$ cat src/hdl/manchester_edge_timing_receiver_core_defines.svh
// assertion macros for the manchester edge timing receiver
// expects clk and rst_n in the scope of use
`ifndef MANCHESTER_EDGE_TIMING_RECEIVER_CORE_DEFINES_SVH
`define MANCHESTER_EDGE_TIMING_RECEIVER_CORE_DEFINES_SVH
`ifndef SYNTHESIS
`define MERT_ASSERT_ALWAYS(label, cond, msg) \
  label: assert property (@(posedge clk) disable iff (!rst_n) (cond)) else $error(msg);
`define MERT_ASSERT_NEXT(label, ante, cons, msg) \
  label: assert property (@(posedge clk) disable iff (!rst_n) (ante) |=> (cons)) \
    else $error(msg);
`else
`define MERT_ASSERT_ALWAYS(label, cond, msg)
`define MERT_ASSERT_NEXT(label, ante, cons, msg)
`endif
`endif

$ cat src/hdl/mert_pkg.sv
// types and constants for the manchester edge timing receiver
// no dependencies
`timescale 1ns / 1ps
package mert_pkg;

  localparam int MAX_FRAME_BITS = 8192;
  localparam int CNT_W          = $clog2(MAX_FRAME_BITS + 1);

  localparam logic [1:0] FUNC_RISE = 2'd0;
  localparam logic [1:0] FUNC_FALL = 2'd1;
  localparam logic [1:0] FUNC_TICK = 2'd2;

  localparam logic [1:0] REG_HALF_BIT   = 2'd0;
  localparam logic [1:0] REG_ACCEPT_WIN = 2'd1;
  localparam logic [1:0] REG_END_GAP    = 2'd2;
  localparam logic [1:0] REG_OWN_ADDR   = 2'd3;

  localparam logic [19:0] HALF_BIT_RST   = 20'd6000;
  localparam logic [19:0] ACCEPT_WIN_RST = 20'd5000;
  localparam logic [26:0] END_GAP_RST    = 27'd240000;
  localparam logic [3:0]  OWN_ADDR_RST   = 4'd3;

  localparam logic [0:0] KIND_BIT = 1'b0;
  localparam logic [0:0] KIND_END = 1'b1;

  typedef struct packed {
    logic [1:0]  func;
    logic [31:0] timestamp;
  } in_word_t;

  typedef struct packed {
    logic        kind;
    logic        bit_value;
    logic [12:0] bit_index;
    logic [3:0]  sender_addr;
    logic [3:0]  receiver_addr;
    logic        deliver_local;
    logic [13:0] bit_total;
    logic        payload_ok;
    logic        overflowed;
  } out_word_t;

endpackage

$ cat src/hdl/manchester_edge_timing_receiver_core.sv
// manchester edge timing receiver, top level
// depends on mert_pkg and manchester_edge_timing_receiver_core_defines.svh
`timescale 1ns / 1ps
`include "manchester_edge_timing_receiver_core_defines.svh"
// Takes one event word (rising edge, falling edge or time tick with a 32-bit
// timestamp) per clock and gives at most one result word per event: a decoded
// bit with its index, or an end-of-frame report. An event is captured in an
// input register and resolved against the frame state once the result register
// is free; its result word is then registered in the result register, from which
// the consumer can accept it. Throughput is one word per cycle, set by the single
// window compare and state update done per word; it drops only while the result
// register is held by a stalled consumer. cfg_ready is held high; write the
// registers only while no event is in flight, since a waiting event is resolved
// with the register values current when it leaves the input register.
module manchester_edge_timing_receiver_core (
  input  logic                clk,
  input  logic                rst_n,
  input  logic                in_valid,
  output logic                in_ready,
  input  mert_pkg::in_word_t  in_data,
  output logic                out_valid,
  input  logic                out_ready,
  output mert_pkg::out_word_t out_data,
  input  logic                cfg_valid,
  output logic                cfg_ready,
  input  logic [1:0]          cfg_index,
  input  logic [26:0]         cfg_data
);
  import mert_pkg::*;

  // configuration
  logic [19:0] half_r, aw_r;
  logic [26:0] gap_r;
  logic [3:0]  own_r;

  // input stage
  in_word_t in_word_r;
  logic     in_full_r;

  // frame state
  logic             header_r, header_nxt;
  logic [31:0]      last_edge_r, last_edge_nxt;
  logic [31:0]      expected_r, expected_nxt;
  logic             rise_r, rise_nxt;
  logic [31:0]      last_fall_r, last_fall_nxt;
  logic             fall_ok_r, fall_ok_nxt;
  logic [CNT_W-1:0] bit_cnt_r, bit_cnt_nxt;
  logic [7:0]       addr_sh_r, addr_sh_nxt;
  logic             ovf_r, ovf_nxt;

  // output stage
  out_word_t out_word_r, out_word_nxt;
  logic      out_valid_r;
  logic      has_result;

  logic        advance;
  logic        cfg_fire;
  logic [31:0] ahead, behind, since_fall;
  logic        in_win, end_hit, store_full, take, take_bit;
  logic [3:0]  sender, receiver;

  assign cfg_ready = 1'b1;
  assign cfg_fire  = cfg_valid && cfg_ready;
  assign advance   = in_full_r && (!out_valid_r || out_ready);
  assign in_ready  = !in_full_r || advance;
  assign out_valid = out_valid_r;
  assign out_data  = out_word_r;

  assign ahead      = in_word_r.timestamp - expected_r;
  assign behind     = expected_r - in_word_r.timestamp;
  assign in_win     = (ahead < {12'd0, aw_r}) || (behind < {12'd0, aw_r});
  assign since_fall = in_word_r.timestamp - last_fall_r;
  assign end_hit    = fall_ok_r && (since_fall > {5'd0, gap_r});
  assign store_full = bit_cnt_r >= CNT_W'(MAX_FRAME_BITS);

  // address nibbles for short and full frames
  always_comb begin
    sender   = addr_sh_r[3:0];
    receiver = 4'd0;
    if (bit_cnt_r >= CNT_W'(8)) begin
      sender   = addr_sh_r[7:4];
      receiver = addr_sh_r[3:0];
    end else if (bit_cnt_r >= CNT_W'(4)) begin
      case (bit_cnt_r[1:0])
        2'd0: begin
          sender   = addr_sh_r[3:0];
          receiver = 4'd0;
        end
        2'd1: begin
          sender   = addr_sh_r[4:1];
          receiver = {3'd0, addr_sh_r[0]};
        end
        2'd2: begin
          sender   = addr_sh_r[5:2];
          receiver = {2'd0, addr_sh_r[1:0]};
        end
        default: begin
          sender   = addr_sh_r[6:3];
          receiver = {1'b0, addr_sh_r[2:0]};
        end
      endcase
    end
  end

  always_comb begin
    header_nxt    = header_r;
    last_edge_nxt = last_edge_r;
    expected_nxt  = expected_r;
    rise_nxt      = rise_r;
    last_fall_nxt = last_fall_r;
    fall_ok_nxt   = fall_ok_r;
    bit_cnt_nxt   = bit_cnt_r;
    addr_sh_nxt   = addr_sh_r;
    ovf_nxt       = ovf_r;
    out_word_nxt  = '0;
    has_result    = 1'b0;
    take          = 1'b0;
    take_bit      = 1'b0;

    if (advance) begin
      case (in_word_r.func)
        FUNC_RISE: begin
          rise_nxt = 1'b1;
          if (!header_r) begin
            header_nxt    = 1'b1;
            last_edge_nxt = in_word_r.timestamp;
            expected_nxt  = in_word_r.timestamp + {11'd0, half_r, 1'b0};
          end else if (in_win) begin
            take     = 1'b1;
            take_bit = 1'b0;
          end
        end
        FUNC_FALL: begin
          if (header_r && in_win) begin
            take     = 1'b1;
            take_bit = 1'b1;
            if (rise_r) begin
              last_fall_nxt = in_word_r.timestamp;
              fall_ok_nxt   = 1'b1;
            end
          end
        end
        FUNC_TICK: begin
          if (end_hit) begin
            has_result                 = 1'b1;
            out_word_nxt.kind          = KIND_END;
            out_word_nxt.sender_addr   = sender;
            out_word_nxt.receiver_addr = receiver;
            out_word_nxt.deliver_local = (receiver == own_r);
            out_word_nxt.bit_total     = 14'(bit_cnt_r);
            out_word_nxt.payload_ok    = (bit_cnt_r >= CNT_W'(8)) &&
                                         (bit_cnt_r[3:0] == 4'd8);
            out_word_nxt.overflowed    = ovf_r;
            header_nxt    = 1'b0;
            last_edge_nxt = '0;
            expected_nxt  = {11'd0, half_r, 1'b0};
            rise_nxt      = 1'b0;
            last_fall_nxt = '0;
            fall_ok_nxt   = 1'b0;
            bit_cnt_nxt   = '0;
            addr_sh_nxt   = '0;
            ovf_nxt       = 1'b0;
          end
        end
        default: begin
        end
      endcase

      if (take) begin
        last_edge_nxt = in_word_r.timestamp;
        expected_nxt  = in_word_r.timestamp + {11'd0, half_r, 1'b0};
        if (store_full) begin
          ovf_nxt = 1'b1;
        end else begin
          if (bit_cnt_r < CNT_W'(8)) begin
            addr_sh_nxt = {addr_sh_r[6:0], take_bit};
          end
          has_result             = 1'b1;
          out_word_nxt.kind      = KIND_BIT;
          out_word_nxt.bit_value = take_bit;
          out_word_nxt.bit_index = bit_cnt_r[12:0];
          bit_cnt_nxt            = bit_cnt_r + CNT_W'(1);
        end
      end
    end

    // half-bit change moves the expected edge time
    if (cfg_fire && cfg_index == REG_HALF_BIT) begin
      expected_nxt = last_edge_nxt + {11'd0, cfg_data[19:0], 1'b0};
    end
  end

  always_ff @(posedge clk) begin
    if (!rst_n) begin
      half_r <= HALF_BIT_RST;
      aw_r   <= ACCEPT_WIN_RST;
      gap_r  <= END_GAP_RST;
      own_r  <= OWN_ADDR_RST;
    end else if (cfg_fire) begin
      unique case (cfg_index)
        REG_HALF_BIT:   half_r <= cfg_data[19:0];
        REG_ACCEPT_WIN: aw_r   <= cfg_data[19:0];
        REG_END_GAP:    gap_r  <= cfg_data;
        REG_OWN_ADDR:   own_r  <= cfg_data[3:0];
        default: begin
        end
      endcase
    end
  end

  always_ff @(posedge clk) begin
    if (!rst_n) begin
      in_full_r   <= 1'b0;
      out_valid_r <= 1'b0;
      header_r    <= 1'b0;
      last_edge_r <= '0;
      expected_r  <= {11'd0, HALF_BIT_RST, 1'b0};
      rise_r      <= 1'b0;
      last_fall_r <= '0;
      fall_ok_r   <= 1'b0;
      bit_cnt_r   <= '0;
      addr_sh_r   <= '0;
      ovf_r       <= 1'b0;
    end else begin
      if (in_ready) begin
        in_full_r <= in_valid;
      end
      if (advance) begin
        out_valid_r <= has_result;
      end else if (out_ready) begin
        out_valid_r <= 1'b0;
      end
      header_r    <= header_nxt;
      last_edge_r <= last_edge_nxt;
      expected_r  <= expected_nxt;
      rise_r      <= rise_nxt;
      last_fall_r <= last_fall_nxt;
      fall_ok_r   <= fall_ok_nxt;
      bit_cnt_r   <= bit_cnt_nxt;
      addr_sh_r   <= addr_sh_nxt;
      ovf_r       <= ovf_nxt;
    end
  end

  always_ff @(posedge clk) begin
    if (in_valid && in_ready) begin
      in_word_r <= in_data;
    end
    if (advance) begin
      out_word_r <= out_word_nxt;
    end
  end

  `MERT_ASSERT_ALWAYS(a_expected_tracks, expected_r == last_edge_r + {11'd0, half_r, 1'b0}, "expected edge time out of step")
  `MERT_ASSERT_ALWAYS(a_fall_needs_header, !fall_ok_r || header_r, "fall time valid without header")
  `MERT_ASSERT_ALWAYS(a_count_bound, bit_cnt_r <= CNT_W'(MAX_FRAME_BITS), "bit counter past capacity")
  `MERT_ASSERT_ALWAYS(a_ovf_only_full, !ovf_r || store_full, "overflow set before store full")
  `MERT_ASSERT_NEXT(a_end_clears, advance && in_word_r.func == FUNC_TICK && end_hit, !header_r && bit_cnt_r == '0 && out_valid_r, "frame state not cleared after end")

endmodule

$ cat config.mk
export PLATFORM = sky130hd
export DESIGN_NAME = manchester_edge_timing_receiver_core
export DESIGN_NICKNAME = d
export VERILOG_FILES = /design/src/hdl/mert_pkg.sv /design/src/hdl/manchester_edge_timing_receiver_core.sv
export VERILOG_INCLUDE_DIRS = /design/src /design/src/hdl
export SDC_FILE = /design/constraint.sdc
export NUM_CORES = 1
export LEC_CHECK = 0
export ABC_AREA = 1
export BUFFER_PORTS_ARGS = -buffer_cell sky130_fd_sc_hd__clkbuf_2
export CORE_UTILIZATION = 65
export CTS_BUF_LIST = sky130_fd_sc_hd__clkbuf_16
export DETAILED_ROUTE_END_ITERATION = 16
export PLACE_DENSITY = 0.92
export SYNTH_ARGS = -nofsm -noshare
export SYNTH_HDL_FRONTEND = slang
export SYNTH_SLANG_ARGS = --single-unit
export TNS_END_PERCENT = 1
$ cat constraint.sdc
create_clock -name clk -period 17.2 [get_ports clk]
set_input_delay 0.86 -clock clk [delete_from_list [all_inputs] [get_ports clk]]
set_output_delay 0.86 -clock clk [all_outputs]
set_load 0.01 [all_outputs]
---- After elaboration in Yosys (flattened, before gate mapping) ----
Index checks and enable logic that the tools add are counted.
operators by class
  add/sub/neg operators ................... 6
  $lt $le $gt $ge ......................... 7
  equal/unequal tests ..................... 14
  muxes and demuxes ....................... 53
  bitwise operators ....................... 1
  reduce and logical (&&, ||, !) cells .... 28
operator list
  kind                                                                count
  two-way mux 32 bit                                                  12
  case mux 32 bit (2 select lines)                                    3
  subtractor 32 bit                                                   3
  adder 32 x 21 -> 32 bit                                             2
  less-than comparator 32 x 20 -> 1 bit                               2
  two-way mux 14 bit                                                  4
  two-way mux 8 bit                                                   5
  greater-than comparator 32 x 27 -> 1 bit                            1
  two-way mux 15 bit                                                  2
  two-way mux 1 bit                                                   18
  adder 14 x 1 -> 14 bit, second input constant                       1
  greater-or-equal comparator 14 bit, second input constant           1
  greater-or-equal comparator 14 x 3 -> 1 bit, second input constant  1
  greater-or-equal comparator 14 x 4 -> 1 bit, second input constant  1
  less-than comparator 14 x 4 -> 1 bit, second input constant         1
  two-way mux 4 bit                                                   3
  case mux 4 bit (3 select lines)                                     1
  AND reduction 2 bit                                                 5
  case mux 3 bit (3 select lines)                                     1
  equality test 2 bit, second input constant                          4
  inequality test 4 bit, second input constant                        2
  nonzero test 2 bit                                                  4
  equality test 2 x 1 -> 1 bit, second input constant                 3
  logical AND 1 bit                                                   6
  14 further kinds                                                    23
word-level totals
  register bits ........................... 268
  input bits .............................. 68
  word-level logic and storage cells ...... 134

---- Logic depth before layout (Yosys ltp) ----
Gate-level depths: netlist (run 1).
  depth in word-level cells ............... 11
  mapped depth ............................ 58
  mapped depth without buffers ............ 55

---- Worst setup path after synthesis (run 1) ----
OpenSTA, ideal clock, no wires.
  path kind ............................... register to register
  start point ............................. register in_word_r[0] (netlist name)
  end point ............................... register expected_r[27]
  library setup time ...................... 114 ps
  arrival time ............................ 6739 ps
  data required time ...................... 17086 ps
  path slack .............................. 10347 ps
  stages on the path, launching flop included .. 55
  buffers on the path ..................... 3
  clock period less this slack ............ 6853 ps
  cells stage by stage .................... edfxtp_1 -> inv_1 -> ha_1 -> inv_1 -> fa_1 -> nand3_1 -> nand3_1 -> nand3_1 -> nand3_1 -> a21oi_1 -> o21ai_0 -> xor2_1 -> ha_1 -> nand2_1 -> nor2_1 -> and2_1 -> nand2_1 -> nand3_1 -> [19 not listed] -> o21ai_0 -> inv_1 -> o21ai_0 -> inv_1 -> o21a_1 -> inv_1 -> a21o_1 -> nand2_1 -> a21oi_1 -> a21oi_1 -> o21ai_0 -> nand3_1 -> nor2_2 -> nand2_1 -> nand2_1 -> o21ai_1 -> o21bai_1 -> inv_1
on the way
  longest elaborated chain between the ends .. 11
  elaborated cells on any way between the ends .. 30
  classes of those cells .................. 5 x add/sub; 3 x order compare; 2 x eq/ne; 15 x mux; 5 x reduce/logical
RTL lines
  item                                                    RTL line                                                                                  RTL
  start, declared                                         manchester_edge_timing_receiver_core.sv:37                                                in_word_t in_word_r;
  start signal, assigned                                  manchester_edge_timing_receiver_core.sv:247                                               in_word_r <= in_data;
  subtractor 32 bit, on equally long branches             manchester_edge_timing_receiver_core.sv:69, manchester_edge_timing_receiver_core.sv:70
  less-than comparator 32 x 20 -> 1 bit                   manchester_edge_timing_receiver_core.sv:71                                                assign in_win = (ahead < {12'd0, aw_r}) || (behind < {12'd0, aw_r});
  logical OR 1 bit                                        manchester_edge_timing_receiver_core.sv:71
  two-way mux 1 bit or logical AND 1 bit (tied branches)  manchester_edge_timing_receiver_core.sv:128, manchester_edge_timing_receiver_core.sv:134
  two-way mux 1 bit, on equally long branches             manchester_edge_timing_receiver_core.sv:124, manchester_edge_timing_receiver_core.sv:134
  case mux 1 bit (2 select lines)                         manchester_edge_timing_receiver_core.sv:121                                               case (in_word_r.func)
  two-way mux 1 bit                                       manchester_edge_timing_receiver_core.sv:120                                               if (advance) begin
  two-way mux 32 bit *                                    manchester_edge_timing_receiver_core.sv:169                                               if (take) begin
  two-way mux 32 bit *                                    manchester_edge_timing_receiver_core.sv:120
  via last_edge_nxt[1]                                    manchester_edge_timing_receiver_core.sv:42                                                logic [31:0] last_edge_r, last_edge_nxt;
  adder 32 x 21 -> 32 bit *                               manchester_edge_timing_receiver_core.sv:189                                               expected_nxt = last_edge_nxt + {11'd0, cfg_data[19:0], 1'b0};
  two-way mux 32 bit *                                    manchester_edge_timing_receiver_core.sv:188                                               if (cfg_fire && cfg_index == REG_HALF_BIT) begin
  end signal, assigned                                    manchester_edge_timing_receiver_core.sv:217                                               expected_r <= {11'd0, HALF_BIT_RST, 1'b0};
  end signal, assigned                                    manchester_edge_timing_receiver_core.sv:235                                               expected_r <= expected_nxt;
  end, declared                                           manchester_edge_timing_receiver_core.sv:43                                                logic [31:0] expected_r, expected_nxt;
The timed path passes the listed nets; every way through them passes the cells marked *. The select of a mux whose other input is x is not followed.
A chain may end at the register's enable or synchronous reset.

---- Worst setup path after layout (run 1) ----
  start point ............................. register in_word_r[0] (netlist name)
  end point ............................... register expected_r[31]
The elaborated chain is that of the path after synthesis.

==> summary.txt, run 1 <==
Route
  • Number of search-and-repair iterations in the first detailed-routing pass: 6
  • Routed length per placed instance: ~19 µm
  • Routed via count: 22804
  • Final ANT Viol Nets: 0
  • Initial detailed-routing violation count: between 2000 and 3000
  • Wire length reported by the detailed router: roughly 70000 µm
  • Vias per cell: 5.97
  • Post-route DRC: 0

Timing
  • Period Utilization, post-route: roughly half
  • Final setup violation count: 0
  • Final critical delay including setup and external delays: between 8000 and 9000 ps
  • Pin slew with the least headroom to its limit: around 1200 ps
  • Tightest slew margin relative to the limit: between 20% and 30%
  • Total negative slack: 0 ps
  • Number of pins exceeding their max-slew limit in the final report: 0
  • FMAX: 118 MHz
  • Count of endpoints failing hold in the final timing report: 0
  • Setup repair after global routing missed its margin: no
  • Worst setup skew after layout: 43.4 ps

Worst setup path
  • Worst setup path endpoint: expected_r[31]
  • Worst path top cell family by delay: compound AO/OA/AOI/OAI gates
  • Maximum fanout along the worst path: 22
  • Crit path buf inv count: 7
  • Worst EP arrival: around 9000 ps
  • R2R Setup Slk: a little under 9000 ps
  • Setup crit start kind: flop
  • CP Data Required Time: approximately 18000 ps
  • Most prevalent standard cell on the critical path: sky130_fd_sc_hd__nand2_1
  • Category of the worst setup path capture point: flop
  • WP depth: 48
  • Critical setup path kind: flop to flop
  • Critical Path Max Stage Delay: around 520 ps
  • Reg2Reg Launch Point: in_word_r[0]
  • Slowest cell on the critical path: sky130_fd_sc_hd__nand2_1
  • Worst setup path start: in_word_r[0]
  • Register-to-Register Path Depth: 48
  • Reg-to-reg critical path endpoint: expected_r[31]

Cells and area
  • Multi-input gate area in the final layout: around 0.013 mm²
  • Final net count: roughly 3600
  • Area added between synthesis and finish: 8.50%
  • Sequential cell area: between 0.006 and 0.007 mm²
  • Share of layout cells above drive strength 1: ~7%
  • Filler Cells Inserted: between 2000 and 3000
  • Utilization after layout: 71.8%

Power
  • Reported leakage power: around 11 nW
  • IR drop worst, VDD: between 80 and 90 µV
  • Total power consumption of the routed design: 1.94 mW
  • Total power divided by cell area: 82.9 mW/mm²

GRT
  • GR Util met3: 9.41%
  • Global-route wire length before repair: ~110000 µm
  • Total gr overflow: 0
  • Fraction of met2 tracks used by global routing: between 60 and 70%
  • Met1 demand-to-capacity share in global routing: a little over half
  • Top Usage Layer GRT: met2
  • Via count of the first global-routing pass: roughly 22000
  • GRT Total Usage: 41.9%
  • Pin count of the biggest net entering global routing: 90
  • Antenna violations before repair: 2

Floorplanning
  • Core Footprint: between 0.03 and 0.04 mm²
  • Effective utilization at floorplan: between 60% and 70%
  • Die outline height: 184 µm
  • Top-Level Pins: about 110
  • Number of core rows: 66
  • DIE WIDTH: 184 µm
  • Die area: ~0.034 mm²

Clock tree
  • Clk Tree Root Cell: sky130_fd_sc_hd__clkbuf_16
  • H-Tree Depth: 1
  • CTS tree: done
  • Total CTS buffers: 29
  • Post-CTS repair timing setup buffer count: 0
  • Clock latency on the worst-skew pair: just over 600 ps
  • TritonCTS Sinks: 268
  • Clk buf depth: 3
  • Hold-fix buffers, CTS: 0
  • CTS clock-pin slew for the worst setup and hold paths: approximately 70 ps
  • Count of cells resized by post-cts repair: 0

Yosys
  • Area share of the largest cell type after synthesis: between 10% and 20%
  • Yosys reg bits: 268
  • Dominant register cell in the synthesized netlist: sky130_fd_sc_hd__dfxtp_1
  • Async SR Flop Fraction: 0%
  • Synth cell count leaders: sky130_fd_sc_hd__nand2_1 (896), sky130_fd_sc_hd__inv_1 (515), sky130_fd_sc_hd__a21oi_1 (339)
  • Syn Nets: roughly 3600
  • EDFF count, synth: between 70 and 80
  • Cells after Synth: approximately 3300
  • Syn_area_per_cell: 6.53 µm²
  • Largest area contributor in the netlist: sky130_fd_sc_hd__dfxtp_1
  • Leading cell type by number of instances after synthesis: sky130_fd_sc_hd__nand2_1
  • Sequential element share of the synthesized area: 28.3%
  • Synthesized area: 0.0216 mm²
  • Syn. warnings: 0
  • Number of library cell types mapped by synthesis: between 50 and 60
  • Dominant cells by area after synthesis: sky130_fd_sc_hd__dfxtp_1 (18%), sky130_fd_sc_hd__nand2_1 (16%), sky130_fd_sc_hd__ha_1 (12%)

Min path
  • Min-Delay Path Class: input port to flop

Placed design
  • DP Wirelength: between 50000 and 60000 µm
  • Input/output buffers: roughly 110
  • GPL Wtd Cong: ~1.0

Flow run
  • Number of maximum-capacitance constraint violations: 0

Outcome
  • Outcome: completed
-- area by class of cell --
type | instances | share of cell area, %
multi-input combinational | 2396 | 55.6
sequential | 268 | 26.1
inverter | 528 | 8.47
clock buffer | 35 | 3.74
timing repair buffer | 130 | 3.00
tap | 442 | 2.36
clock inverter | 18 | 0.769
antenna | 1 | 0.0107
-- placed cells by master (no fill, tap or decap), types with 6 or more instances in the layout --
cell,instances
sky130_fd_sc_hd__o211ai_1,21
sky130_fd_sc_hd__a211oi_1,28
sky130_fd_sc_hd__nor2_1,252
sky130_fd_sc_hd__a31oi_1,20
sky130_fd_sc_hd__nor3_1,19
sky130_fd_sc_hd__a21o_1,6
sky130_fd_sc_hd__clkbuf_2,109
sky130_fd_sc_hd__o22ai_1,21
sky130_fd_sc_hd__ha_1,202
sky130_fd_sc_hd__clkinv_1,9
sky130_fd_sc_hd__nand4_1,24
sky130_fd_sc_hd__inv_2,9
sky130_fd_sc_hd__nand2_1,896
sky130_fd_sc_hd__buf_4,21
sky130_fd_sc_hd__clkbuf_16,35
sky130_fd_sc_hd__inv_1,515
sky130_fd_sc_hd__o21ai_1,11
sky130_fd_sc_hd__nand3_1,137
sky130_fd_sc_hd__o21bai_1,19
sky130_fd_sc_hd__xnor2_1,28
sky130_fd_sc_hd__edfxtp_1,74
sky130_fd_sc_hd__a22oi_1,7
sky130_fd_sc_hd__nor2_2,17
sky130_fd_sc_hd__a21oi_1,339
sky130_fd_sc_hd__xor2_1,62
sky130_fd_sc_hd__nand2_2,10
sky130_fd_sc_hd__o21ai_0,213
sky130_fd_sc_hd__dfxtp_1,193
-- registers in the layout, indices dropped and copies added, names as in the netlist --
name / cells
in_word_r: 34
aw_r: 20
in_full_r: 1
last_fall_r: 32
gap_r: 27
addr_sh_r: 8
bit_cnt_r: 14
out_valid: 1
rise_r: 1
expected_r: 32
fall_ok_r: 1
out_data: 40
last_edge_r: 32
own_r: 4
ovf_r: 1
half_r: 20
-- metal layers --
| metal | vias to the layer above | wire, µm |
|---|---|---|
| met3 | 285 | 9110 |
| li1 | 10794 | - |
| met2 | 1402 | 31500 |
| met4 | 4 | 3810 |
| met5 | - | 33 |
| met1 | 10319 | 27600 |
-- worst reg2reg max path, delay by kind of cell (launching register included) --
| kind | cells | cell delay (ps) |
|---|---|---|
| xor gates and xnor gates | 1 | 170 |
| buffers and inverters | 7 | 600 |
| adders and majority gates | 5 | 1400 |
| AOI/OAI and AO/OA | 13 | 2890 |
| and+or+nand+nor | 22 | 2860 |
| DFF | 1 | 440 |
-- worst min-delay path by stage --
stage               slack [ps]       startpoint  depth (start not counted)              end
finish                     450       in_data[0]                          1     in_word_r[0]
global route               450       in_data[0]                          1     in_word_r[0]
CTS                        450       in_data[0]                          1     in_word_r[0]
detailed placement         450  last_fall_r[12]                          2  last_fall_r[12]
global placement           450   last_fall_r[9]                          2   last_fall_r[9]
floorplan                  440        gap_r[10]                          2        gap_r[10]
-- kinds of logic (layout without fill, tap and decap cells) --
kind of cell / Yosys count / count (layout) / synth area share (%)
AOI/OAI and AO/OA: 719 / 719 / 18.5
xor gates and xnor gates: 90 / 90 / 3.65
adders and majority gates: 207 / 207 / 12.2
buffers and inverters: 643 / 711 / 11.5
DFF: 268 / 268 / 28.3
other: 1 / 2 / 0.0174
and+or+nand+nor: 1379 / 1379 / 25.9
-- stage by stage --
| stage | cells | setup WS [ps] | hold WS (ps) | cell area [µm²] |
|---|---|---|---|---|
| global route | 3817 | 8090 | 454 | 23400 |
| floorplan | 3307 | 10350 | 435 | 21600 |
| global placement | 3764 | 9200 | 448 | 22400 |
| finish | 3818 | 8740 | 450 | 23400 |
| CTS | 3817 | 8860 | 448 | 23400 |
| detailed placement | 3764 | 8930 | 452 | 22400 |
-- power by group --
part / leakage (nW) / switching [mW] / internal [mW]
clock: 0.509 / 0.292 / 0.408
combinational: 8.35 / 0.355 / 0.184
sequential: 2.29 / 0.0263 / 0.676
total: 11.2 / 0.673 / 1.27
(Power assumes the default switching activity.)
==> inputs of run 2 (changes only) <==
- ABC_AREA: 1 -> 0
- CORE_UTILIZATION: 65 -> 63
- PLACE_DENSITY: 0.92 -> 0.9
- clock period: 17.2 -> 8.8 ns (I/O delays scaled with it)
==> summary.txt, run 2 <==
Floorplanning
  • DIE WIDTH: 179 µm (was 184 µm)
  • Die outline height: 179 µm (was 184 µm)
  • Core Footprint: 0.0307 mm² (was 0.0326 mm²)
  • Die area: 0.0319 mm² (was 0.0339 mm²)
  • Top-Level Pins: 111 (unchanged)
  • Effective utilization at floorplan: 64.2% (was 66.2%)
  • Number of core rows: 64 (was 66)

Yosys
  • Area share of the largest cell type after synthesis: 19.7% (was 18.0%)
  • Number of library cell types mapped by synthesis: 91 (was 58)
  • Async SR Flop Fraction: 0% (unchanged)
  • Largest area contributor in the netlist: sky130_fd_sc_hd__dfxtp_1 (unchanged)
  • Leading cell type by number of instances after synthesis: sky130_fd_sc_hd__nand2_1 (unchanged)
  • Dominant cells by area after synthesis: sky130_fd_sc_hd__dfxtp_1 (20%), sky130_fd_sc_hd__ha_1 (13%), sky130_fd_sc_hd__edfxtp_1 (11%) (was sky130_fd_sc_hd__dfxtp_1 (18%), sky130_fd_sc_hd__nand2_1 (16%), sky130_fd_sc_hd__ha_1 (12%))
  • Cells after Synth: 2447 (was 3307)
  • Syn Nets: 2722 (was 3582)
  • Syn. warnings: 0 (unchanged)
  • Synthesized area: 0.0197 mm² (was 0.0216 mm²)
  • EDFF count, synth: 74 (unchanged)
  • Dominant register cell in the synthesized netlist: sky130_fd_sc_hd__dfxtp_1 (unchanged)
  • Syn_area_per_cell: 8.04 µm² (was 6.53 µm²)
  • Synth cell count leaders: sky130_fd_sc_hd__nand2_1 (292), sky130_fd_sc_hd__a21oi_1 (231), sky130_fd_sc_hd__ha_1 (202) (was sky130_fd_sc_hd__nand2_1 (896), sky130_fd_sc_hd__inv_1 (515), sky130_fd_sc_hd__a21oi_1 (339))
  • Sequential element share of the synthesized area: 31.0% (was 28.3%)
  • Yosys reg bits: 268 (unchanged)

Power
  • Combinational share of power: 29.4% (was 27.8%)
  • Switching part of the total power: 33.4% (was 34.7%)
  • IR drop worst, VDD: 169 µV (was 89.6 µV)
  • Part of the power in registers: 36.5% (was 36.2%)
  • Reported leakage power: 9.19 nW (was 11.2 nW)
  • Switching power of the nets: 1.24 mW (was 673 µW)
  • Clock Power Share: 34.1% (was 36.1%)
  • Total power divided by cell area: 165 mW/mm² (was 82.9 mW/mm²)
  • Total power consumption of the routed design: 3.70 mW (was 1.94 mW)
  • Design internal power: 2.46 mW (was 1.27 mW)

Worst setup path
  • Worst EP arrival: 9170 ps (was 8950 ps)
  • R2R Setup Slk: 100 ps (was 8740 ps)
  • Critical setup path kind: flop to flop (unchanged)
  • Maximum fanout along the worst path: 4 (was 22)
  • Category of the worst setup path capture point: flop (unchanged)
  • Worst setup path start: in_word_r[1] (was in_word_r[0])
  • Reg2Reg Launch Point: in_word_r[1] (was in_word_r[0])
  • Critical Path Max Stage Delay: 460 ps (was 520 ps)
  • CP Data Required Time: 9270 ps (was 17690 ps)
  • Most prevalent standard cell on the critical path: sky130_fd_sc_hd__a21oi_2 (was sky130_fd_sc_hd__nand2_1)
  • Setup crit start kind: flop (unchanged)
  • Slowest cell on the critical path: sky130_fd_sc_hd__o41a_1 (was sky130_fd_sc_hd__nand2_1)

Route
  • Number of search-and-repair iterations in the first detailed-routing pass: 6 (unchanged)
  • Vias per cell: 6.60 (was 5.97)
  • Final ANT Viol Nets: 0 (unchanged)
  • Initial detailed-routing violation count: 2345 (was 2927)
  • Post-route DRC: 0 (unchanged)
  • Routed length per placed instance: 21.8 µm (was 18.9 µm)
  • Wire length reported by the detailed router: 65200 µm (was 72100 µm)
  • Routed via count: 19756 (was 22804)

Outcome
  • Outcome: completed (unchanged)

Timing
  • Final setup violation count: 0 (unchanged)
  • FMAX: 115 MHz (was 118 MHz)
  • Final critical delay including setup and external delays: 8700 ps (was 8460 ps)
  • Worst setup skew after layout: 23.4 ps (was 43.4 ps)
  • Period Utilization, post-route: 98.9% (was 49.2%)
  • Setup repair after global routing missed its margin: yes (was no)
  • Count of endpoints failing hold in the final timing report: 0 (unchanged)
  • Number of pins exceeding their max-slew limit in the final report: 0 (unchanged)
  • Pin slew with the least headroom to its limit: 1200 ps (was 1190 ps)
  • Tightest slew margin relative to the limit: 19.4% (was 20.2%)
  • Total negative slack: 0 ps (unchanged)
  • Worst Slack Setup Final: 100 ps (was 8740 ps)

Placed design
  • Input/output buffers: 109 (unchanged)
  • DP Wirelength: 48500 µm (was 53600 µm)
  • GPL Wtd Cong: 1.02 (was 1.03)
  • Worst setup slack after placement: -311 ps (was 8930 ps)

Clock tree
  • Clk buf depth: 3 (unchanged)
  • Total CTS buffers: 29 (unchanged)
  • CTS tree: done (unchanged)
  • Clk Tree Root Cell: sky130_fd_sc_hd__clkbuf_16 (unchanged)
  • H-Tree Depth: 1 (unchanged)
  • CTS clock-pin slew for the worst setup and hold paths: 70 ps (about the same)
  • TritonCTS Sinks: 268 (unchanged)
  • Clock latency on the worst-skew pair: 580 ps (was 610 ps)

GRT
  • Total gr overflow: 0 (unchanged)
  • Via count of the first global-routing pass: 18652 (was 21560)
  • Antenna violations before repair: 0 (was 2)
  • GRT Total Usage: 39.8% (was 41.9%)
  • Pin count of the biggest net entering global routing: 84 (was 90)
  • Global-route wire length before repair: 99100 µm (was 111000 µm)

Cells and area
  • Share of layout cells above drive strength 1: 14.0% (was 6.96%)
  • Area added between synthesis and finish: 14.2% (was 8.50%)
  • Most frequent standard cell in the layout excluding fill and tap cells: sky130_fd_sc_hd__nand2_1 (unchanged)
  • Filler Cells Inserted: 2278 (was 2670)
  • Final net count: 2851 (was 3628)
  • Utilization after layout: 73.3% (was 71.8%)
  • Most frequent cells in the layout: sky130_fd_sc_hd__nand2_1 (291), sky130_fd_sc_hd__a21oi_1 (219), sky130_fd_sc_hd__ha_1 (194), sky130_fd_sc_hd__dfxtp_1 (194), sky130_fd_sc_hd__inv_1 (183) (was sky130_fd_sc_hd__nand2_1 (896), sky130_fd_sc_hd__inv_1 (515), sky130_fd_sc_hd__a21oi_1 (339), sky130_fd_sc_hd__nor2_1 (252), sky130_fd_sc_hd__o21ai_0 (213))
  • Antenna cell count: 0 (was 1)
  • Flip-flop count of the largest register, all copies and words added: 40 (unchanged)

Min path
  • Start point of the worst min-delay path: in_data[25] (was in_data[0])
  • Min-Delay Path Class: input port to flop (unchanged)

Flow run
  • Number of maximum-capacitance constraint violations: 0 (unchanged)
[run 2: what timing repair did]
item | CTS | global route
pin swaps | 1 | 52
hold buffers | 0 | 0
setup buffers | 0 | 15
setup endpoints to repair | 10 | 11
resized for setup | 13 | 74
[run 2: path summary, 6_finish.rpt]
path	to	cells after the start
setup / recovery	expected_r[31]	41
hold / removal	in_word_r[25]	1
setup reg to reg	expected_r[31]	41
hold reg to reg	ovf_r	2
[run 2: kinds of logic (layout without fill, tap and decap cells)]
| family | after synthesis | count (layout) | synth area share [%] |
|---|---|---|---|
| muxes | 11 | 11 | 0.560 |
| other | 1 | 1 | 0.0191 |
| and+or+nand+nor | 810 | 810 | 19.5 |
| adders and majority gates | 207 | 207 | 13.4 |
| AOI/OAI and AO/OA | 731 | 731 | 24.4 |
| buffers and inverters | 302 | 454 | 5.91 |
| DFF | 268 | 268 | 31.0 |
| xor gates and xnor gates | 117 | 117 | 5.21 |
[run 2: per-stage QoR]
stage	instance area, µm²	cells	hold WS, ps
4_1_cts	22000	2981	44.1
3_3_place_gp	21000	2927	441
3_5_place_dp	21000	2927	444
6_report	22500	2995	37.3
5_1_grt	22500	2995	31.6
2_1_floorplan	19700	2447	427
[run 2: power by group through the flow]
| stage | logic, mW | registers [mW] | clock network, mW |
|---|---|---|---|
| after floorplan | 0.692 | 1.36 | 0 |
| after global placement | 0.970 | 1.37 | 0 |
| after detailed placement | 0.994 | 1.38 | 0 |
| after CTS | 1.01 | 1.35 | 1.25 |
| after global routing | 1.18 | 1.35 | 1.31 |
| final | 1.09 | 1.35 | 1.26 |
[run 2: final cells by class]
cell class	instances	area, µm²	share of cell area (%)
Clock buffer	30	751	3.34
Tap cell	396	495	2.21
Clock inverter	24	215	0.958
Timing Repair Buffer	215	1350	5.99
Sequential cell	268	6110	27.2
Inverter	185	697	3.10
Multi-Input combinational cell	1877	12900	57.2
[run 2: worst max-delay path: cells and delay by family (launching register included)]
| kind | cells | cell delay (ps) |
|---|---|---|
| flip-flops | 1 | 440 |
| XOR/XNOR | 1 | 90 |
| adder cells (fa/ha/maj) | 4 | 1190 |
| AND/OR/NAND/NOR | 11 | 1700 |
| AO/OA/AOI/OAI | 22 | 4840 |
| buffers and inverters | 3 | 360 |
[run 2: per-layer routing]
layer / track usage, % / part of all wire [%] / wire length [µm] / vias to the layer above
li1: - / - / - / 9058
met5: 0 / 0 / 0 / -
met1: 53.1 / 39 / 25700 / 9255
met3: 7.49 / 12 / 7510 / 236
met4: 16.4 / 4.2 / 2760 / 0
met2: 62.9 / 45 / 29200 / 1207
